$ cat config.mk
export PLATFORM = sky130hd
export DESIGN_NAME = mpi_mac
export DESIGN_NICKNAME = d
export VERILOG_FILES = /design/src/rtl/mpi_pkg.sv /design/src/rtl/mpi_mac.sv
export SDC_FILE = /design/constraint.sdc
export NUM_CORES = 2
export LEC_CHECK = 0
export BUFFER_PORTS_ARGS = -buffer_cell sky130_fd_sc_hd__buf_2
export CAP_MARGIN = 10
export CORE_UTILIZATION = 40
export DETAILED_ROUTE_END_ITERATION = 16
export GPL_ROUTABILITY_DRIVEN = 0
export HOLD_SLACK_MARGIN = 0.12
export PLACE_DENSITY = 0.57
export RECOVER_POWER = 100
export SETUP_SLACK_MARGIN = 0.02
export SLEW_MARGIN = 20
export SYNTH_ARGS = -nofsm -noshare
export SYNTH_HDL_FRONTEND = slang
export SYNTH_SLANG_ARGS = --single-unit
$ cat constraint.sdc
create_clock -name clk -period 12.4 [get_ports clk]
set_input_delay 1.86 -clock clk [delete_from_list [all_inputs] [get_ports clk]]
set_output_delay 1.86 -clock clk [all_outputs]
set_load 0.1 [all_outputs]
$ cat src/rtl/mpi_pkg.sv
// Types, constants and the micro-program of the midpoint preintegration block.
// Used by the multiply-accumulate unit and the top level; depends on nothing.
`timescale 1ns / 1ps

package mpi_pkg;

  localparam int NUM_UOPS = 59;
  localparam int PC_W = 6;
  localparam int ACC_W = 66;

  localparam logic [2:0] CFG_ACCEL_BIAS_X = 3'd0;
  localparam logic [2:0] CFG_ACCEL_BIAS_Y = 3'd1;
  localparam logic [2:0] CFG_ACCEL_BIAS_Z = 3'd2;
  localparam logic [2:0] CFG_GYRO_BIAS_X = 3'd3;
  localparam logic [2:0] CFG_GYRO_BIAS_Y = 3'd4;
  localparam logic [2:0] CFG_GYRO_BIAS_Z = 3'd5;
  localparam logic [2:0] CFG_SAMPLE_PERIOD = 3'd6;

  localparam logic [23:0] PERIOD_RESET = 24'd83886;
  localparam logic signed [31:0] Q30_ONE = 32'sh4000_0000;
  localparam logic KIND_START = 1'b0;

  typedef enum logic [3:0] {
    OPD_T, OPD_T2, OPD_ONE, OPD_AVG, OPD_Q, OPD_NQ,
    OPD_H, OPD_C0, OPD_C1, OPD_TV, OPD_S, OPD_V
  } opd_t;

  typedef enum logic [3:0] {
    PST_NONE, PST_T2, PST_H, PST_NQ, PST_TV, PST_S, PST_PT, PST_POS, PST_VEL
  } pst_t;

  typedef struct packed {
    opd_t       a;
    logic [1:0] ai;
    opd_t       b;
    logic [1:0] bi;
    logic       neg;
    logic       sh2;
    logic       first;
    pst_t       post;
    logic [1:0] pi;
  } uop_t;

  typedef struct packed {
    logic valid;
    uop_t u;
  } stage_t;

  function automatic uop_t mk(input opd_t a, input int ai, input opd_t b, input int bi,
                              input logic neg, input logic sh2, input logic first,
                              input pst_t post, input int pi);
    uop_t u;
    u.a = a;
    u.ai = 2'(ai);
    u.b = b;
    u.bi = 2'(bi);
    u.neg = neg;
    u.sh2 = sh2;
    u.first = first;
    u.post = post;
    u.pi = 2'(pi);
    return u;
  endfunction

  // Rotation of a vector by a quaternion: cross product first, then the
  // scalar and cross terms added into the acceleration sum.
  function automatic uop_t rot_uop(input opd_t qk, input opd_t vk, input int k);
    uop_t u;
    case (k)
      0:  u = mk(qk, 2, vk, 2, 1'b0, 1'b0, 1'b1, PST_NONE, 0);
      1:  u = mk(qk, 3, vk, 1, 1'b1, 1'b0, 1'b0, PST_TV, 0);
      2:  u = mk(qk, 3, vk, 0, 1'b0, 1'b0, 1'b1, PST_NONE, 0);
      3:  u = mk(qk, 1, vk, 2, 1'b1, 1'b0, 1'b0, PST_TV, 1);
      4:  u = mk(qk, 1, vk, 1, 1'b0, 1'b0, 1'b1, PST_NONE, 0);
      5:  u = mk(qk, 2, vk, 0, 1'b1, 1'b0, 1'b0, PST_TV, 2);
      6:  u = mk(qk, 0, OPD_TV, 0, 1'b0, 1'b0, 1'b1, PST_S, 0);
      7:  u = mk(qk, 2, OPD_TV, 2, 1'b0, 1'b0, 1'b1, PST_NONE, 0);
      8:  u = mk(qk, 3, OPD_TV, 1, 1'b1, 1'b0, 1'b0, PST_S, 0);
      9:  u = mk(qk, 0, OPD_TV, 1, 1'b0, 1'b0, 1'b1, PST_S, 1);
      10: u = mk(qk, 3, OPD_TV, 0, 1'b0, 1'b0, 1'b1, PST_NONE, 0);
      11: u = mk(qk, 1, OPD_TV, 2, 1'b1, 1'b0, 1'b0, PST_S, 1);
      12: u = mk(qk, 0, OPD_TV, 2, 1'b0, 1'b0, 1'b1, PST_S, 2);
      13: u = mk(qk, 1, OPD_TV, 1, 1'b0, 1'b0, 1'b1, PST_NONE, 0);
      default: u = mk(qk, 2, OPD_TV, 0, 1'b1, 1'b0, 1'b0, PST_S, 2);
    endcase
    return u;
  endfunction

  function automatic uop_t mpi_uop(input logic [PC_W-1:0] pc);
    int p;
    uop_t u;
    p = int'(pc);
    case (p)
      0:  u = mk(OPD_T, 0, OPD_T, 0, 1'b0, 1'b0, 1'b1, PST_T2, 0);
      1:  u = mk(OPD_AVG, 0, OPD_T, 0, 1'b0, 1'b0, 1'b1, PST_H, 0);
      2:  u = mk(OPD_AVG, 1, OPD_T, 0, 1'b0, 1'b0, 1'b1, PST_H, 1);
      3:  u = mk(OPD_AVG, 2, OPD_T, 0, 1'b0, 1'b0, 1'b1, PST_H, 2);
      4:  u = mk(OPD_Q, 0, OPD_ONE, 0, 1'b0, 1'b1, 1'b1, PST_NONE, 0);
      5:  u = mk(OPD_Q, 1, OPD_H, 0, 1'b1, 1'b1, 1'b0, PST_NONE, 0);
      6:  u = mk(OPD_Q, 2, OPD_H, 1, 1'b1, 1'b1, 1'b0, PST_NONE, 0);
      7:  u = mk(OPD_Q, 3, OPD_H, 2, 1'b1, 1'b1, 1'b0, PST_NQ, 0);
      8:  u = mk(OPD_Q, 0, OPD_H, 0, 1'b0, 1'b1, 1'b1, PST_NONE, 0);
      9:  u = mk(OPD_Q, 1, OPD_ONE, 0, 1'b0, 1'b1, 1'b0, PST_NONE, 0);
      10: u = mk(OPD_Q, 2, OPD_H, 2, 1'b0, 1'b1, 1'b0, PST_NONE, 0);
      11: u = mk(OPD_Q, 3, OPD_H, 1, 1'b1, 1'b1, 1'b0, PST_NQ, 1);
      12: u = mk(OPD_Q, 0, OPD_H, 1, 1'b0, 1'b1, 1'b1, PST_NONE, 0);
      13: u = mk(OPD_Q, 1, OPD_H, 2, 1'b1, 1'b1, 1'b0, PST_NONE, 0);
      14: u = mk(OPD_Q, 2, OPD_ONE, 0, 1'b0, 1'b1, 1'b0, PST_NONE, 0);
      15: u = mk(OPD_Q, 3, OPD_H, 0, 1'b0, 1'b1, 1'b0, PST_NQ, 2);
      16: u = mk(OPD_Q, 0, OPD_H, 2, 1'b0, 1'b1, 1'b1, PST_NONE, 0);
      17: u = mk(OPD_Q, 1, OPD_H, 1, 1'b0, 1'b1, 1'b0, PST_NONE, 0);
      18: u = mk(OPD_Q, 2, OPD_H, 0, 1'b1, 1'b1, 1'b0, PST_NONE, 0);
      19: u = mk(OPD_Q, 3, OPD_ONE, 0, 1'b0, 1'b1, 1'b0, PST_NQ, 3);
      default: begin
        if (p < 35) begin
          u = rot_uop(OPD_Q, OPD_C0, p - 20);
        end else if (p < 50) begin
          u = rot_uop(OPD_NQ, OPD_C1, p - 35);
        end else if (p < 53) begin
          u = mk(OPD_V, p - 50, OPD_T, 0, 1'b0, 1'b0, 1'b1, PST_PT, p - 50);
        end else if (p < 56) begin
          u = mk(OPD_T2, 0, OPD_S, p - 53, 1'b0, 1'b0, 1'b1, PST_POS, p - 53);
        end else if (p < NUM_UOPS) begin
          u = mk(OPD_T, 0, OPD_S, p - 56, 1'b0, 1'b0, 1'b1, PST_VEL, p - 56);
        end else begin
          u = mk(OPD_ONE, 0, OPD_ONE, 0, 1'b0, 1'b0, 1'b1, PST_NONE, 0);
        end
      end
    endcase
    return u;
  endfunction

  // Adds half an LSB and shifts right with floor; n is always a constant.
  function automatic logic signed [ACC_W-1:0] rnd_shift(input logic signed [ACC_W-1:0] v,
                                                        input int n);
    logic signed [ACC_W-1:0] half;
    half = 66'sd1 <<< (n - 1);
    return (v + half) >>> n;
  endfunction

  function automatic logic signed [31:0] sat32(input logic signed [ACC_W-1:0] v);
    if (v > 66'sd2147483647) begin
      return 32'sh7FFF_FFFF;
    end else if (v < -66'sd2147483648) begin
      return 32'sh8000_0000;
    end
    return v[31:0];
  endfunction

endpackage

$ cat src/rtl/mpi_mac.sv
// Shared two-stage multiply-accumulate unit: a registered 32x32 signed
// product, then negate, arithmetic shift and accumulate. Depends on mpi_pkg.
`timescale 1ns / 1ps

module mpi_mac (
  input  logic                               clk,
  input  logic                               rst_n,
  input  logic                               issue,
  input  mpi_pkg::uop_t                      uop,
  input  logic signed [31:0]                 opa,
  input  logic signed [31:0]                 opb,
  output mpi_pkg::stage_t                    s1,
  output mpi_pkg::stage_t                    s2,
  output logic signed [mpi_pkg::ACC_W-1:0]   acc
);

  logic                             s1_v_r;
  logic                             s2_v_r;
  mpi_pkg::uop_t                    s1_u_r;
  mpi_pkg::uop_t                    s2_u_r;
  logic signed [63:0]               prod_r;
  logic signed [63:0]               prod_nxt;
  logic signed [mpi_pkg::ACC_W-1:0] acc_r;
  logic signed [mpi_pkg::ACC_W-1:0] pext;
  logic signed [mpi_pkg::ACC_W-1:0] term_neg;
  logic signed [mpi_pkg::ACC_W-1:0] term;
  logic signed [mpi_pkg::ACC_W-1:0] acc_nxt;

  assign prod_nxt = opa * opb;
  assign pext = {{2{prod_r[63]}}, prod_r};
  assign term_neg = s1_u_r.neg ? -pext : pext;
  assign term = s1_u_r.sh2 ? (term_neg >>> 2) : term_neg;
  assign acc_nxt = (s1_u_r.first ? '0 : acc_r) + term;

  always_ff @(posedge clk) begin
    if (!rst_n) begin
      s1_v_r <= 1'b0;
      s2_v_r <= 1'b0;
    end else begin
      s1_v_r <= issue;
      s2_v_r <= s1_v_r;
    end
    s1_u_r <= uop;
    s2_u_r <= s1_u_r;
    prod_r <= prod_nxt;
    if (s1_v_r) begin
      acc_r <= acc_nxt;
    end
  end

  assign s1 = '{valid: s1_v_r, u: s1_u_r};
  assign s2 = '{valid: s2_v_r, u: s2_u_r};
  assign acc = acc_r;

endmodule

==> out/qor.txt <==
Run status - complete, but fails checks
Failing checks - capacitance limit, slew limit
Area of the multi-input gates - 0.0387 mm2
Avg Synthesized Cell Area - 9.17 um2
Post-Syn Area - 0.0477 mm2
Port Buffer Count - 197
Net count, final - 6570
Die width - 347 um
WL/cell - 19.8 um
CTS root buf - clkbuf_16
Worst setup path class - input port to register
Slew margin rel. - -158%
Largest net degree at the start of global routing - 69
Worst path bufs/invs - 2
Clock Latency Late Sink - 0.46 ns
R2R Setup Slk - 4.27 ns
RSZ-0062 raised after global routing - false
Vias per Instance - 5.25
Clock transition at path regs - 0.08 ns
Cells after synthesis - 5197
Slew Limit Fails - 306
Top-level port count - 198
Post-placement cell count - 6666
DRT Wirelength - 133000 um
Clock Path Buffers - 2
F_max - 0.0939 GHz
Ys async rst share - 0%
CTS Hold Bufs - 0
Tot GR Track Use - 22.7%
WP data required - 12.75 ns
TritonCTS Sinks - 174
Finished Layout Cells - 6701
# fillers - 11700
Startpoint types - input port
Vias in the first global route - 37500
Final setup fails - 0
CTS tree - done
Worst-Margin Slew - 3.87 ns
Global-route wire length before repair - 215000 um
Most used cell, CP - fa_1
Clock Skew - 0.0113 ns
Crit path launch - opb[17]
Setup WS post-layout - 1.75 ns
Final Hold Vio Count - 0
Arr. time, crit path - 11.00 ns
Element type at the critical path end - register
Max Cap Violations - 6
Metal3 WL - 8730 um
DRC Markers - 0
Via count - 35200
Final Cell Area - 0.0501 mm2
Core ar. - 0.118 mm2
Post-placement setup slack - 2.22 ns
Area grow syn2layout - 5.18%
Cell Chain, Critical Path - clkbuf_1, nand2_1, fa_1, fa_1, inv_1, fa_1, fa_1, fa_1, fa_1, fa_1, fa_1, ha_1, nand4_1, nor4_1, nand3_1, or2_2, o22ai_1, o21ai_0, a21oi_1, nor2_1, o311ai_0
Synth unique cells - 79
Register Area - 0.00415 mm2
Synth Net Count - 6618
Grt total ovfl - 0
CP max stage delay - 1.63 ns
Die height - 347 um
TritonRoute pass-1 iters - 5
ANT nets after route - 0
Num CTS Buffers - 17
Crit path max-delay cell type - clkbuf_1
Period Utilization, post-route - 85.9%
Reg-to-reg critical path endpoint - acc[59]$_DFFE_PP_
FF+latch count, synth - 174
Sequential element share of the synthesized area - 8.70%
Met1 Routed Length - 61800 um
Post_cts resized - 0
Post-CTS Setup Bufs - 0
Site Rows - 126
Share of layout cells above drive strength 1 - 3.49%
Critical Path End - prod_r[62]$_DFF_P_
Top Layer Used - met5
Setup_tns - 0 ns
Cell count of the worst reg-to-reg path - 15
Met2 WL - 60800 um
CTS HTree Levels - 4
Initial Utilization - 40.4%
Worst hold-check path type - register to register
Top FF cell, synth - dfxtp_1
Initial antenna violation count - 7
Post-route minimum period - 10.65 ns
Yosys warnings - 0
Worst Path Max Fanout - 32
Initial DRC Count - 2264
Hpwl dp - 107000 um
Delay-heaviest family, CP - adder cells
Placed cell areas - 0.0496 mm2
Worst R2R Start - s1[7]$_DFF_P_
Die ar. - 0.121 mm2
WP depth - 21
Post-synth EDFFs - 66
==> how the worst min path moves through the flow <==
stage	slack (ns)	from	cells past startpoint	to
global route	0.36	s1[14]$_DFF_P_	0	s2[14]$_DFF_P_
detailed placement	0.33	s1[14]$_DFF_P_	0	s2[14]$_DFF_P_
global placement	0.33	s1[4]$_DFF_P_	0	s2[4]$_DFF_P_
CTS	0.35	s1[12]$_DFF_P_	0	s2[12]$_DFF_P_
floorplan	0.70	prod_r[0]$_DFF_P_	3	acc[0]$_DFFE_PP_
finish	0.35	s1[14]$_DFF_P_	0	s2[14]$_DFF_P_
==> cell usage in the layout (no fill, tap or decap), types with 29 or more instances in the layout <==
cell type	n
fa_1	1083
buf_2	86
xor2_1	62
nor3_1	43
o21ai_0	123
nor2_1	139
dfxtp_1	107
inv_1	984
a21o_1	67
nor2b_1	80
a31oi_1	29
nand3_1	46
and2_1	513
a21oi_1	165
edfxtp_1	66
nand4_1	30
ha_1	250
nand2_1	633
or3_1	30
xnor2_1	94
clkbuf_1	117
a211oi_1	35
==> cell usage after synthesis, drive strengths merged (35+ instances only) <==
| master | n | area share, % |
|---|---|---|
| clkbuf | 273 | 2.2 |
| a211oi | 35 | 0.55 |
| a21o | 67 | 1.1 |
| inv | 984 | 7.8 |
| nor3 | 43 | 0.45 |
| nor2b | 80 | 1.1 |
| dfxtp | 108 | 4.5 |
| nand2 | 634 | 5.0 |
| fa | 1083 | 45 |
| nor2 | 139 | 1.1 |
| o21ai | 124 | 1.3 |
| and2 | 517 | 6.8 |
| ha | 250 | 6.6 |
| xnor2 | 94 | 1.7 |
| a21oi | 165 | 1.7 |
| xor2 | 62 | 1.1 |
| edfxtp | 66 | 4.2 |
| nand3 | 46 | 0.48 |
==> state kept, by name, indices dropped and copies added (netlist names) <==
register / cells
acc: 66
prod_r: 64
s1: 21
s2: 21
s1_v_r: 1
s2_v_r: 1
==> stage by stage <==
stage | hold WS [ns] | utilization, %
CTS | 0.350 | 42.6
global placement | 0.328 | 42.0
floorplan | 0.703 | -
finish | 0.351 | 42.4
detailed placement | 0.335 | 42.0
global route | 0.362 | 42.4
==> kinds of logic after synthesis <==
kind of cell    synth area share, %
mux                           0.764
buf+inv                        10.0
simple gates                   17.1
fa+ha+maj                      52.1
compound gates                 8.51
flops                          8.70
xor+xnor                       2.87
==> cell type report <==
cell class | instances | area share [%]
clock buffers | 17 | 0.849
repair buffers | 220 | 1.99
flip-flops and latches | 174 | 8.28
inverters | 984 | 7.37
well taps | 1536 | 3.83
multi-input cells | 3752 | 77.3
clock inverters | 15 | 0.409
diodes | 3 | 0.0150
==> routing by layer <==
layer  global-route usage [%]  vias up
li1                         -    15900
met1                     33.1    18100
met2                     36.5     1146
met3                     3.01      113
met4                     3.17        2
met5                        0        -
Power is left out: the tool's default activity adds up to more than one toggle a clock period on the data nets, which glitch-free logic cannot reach.
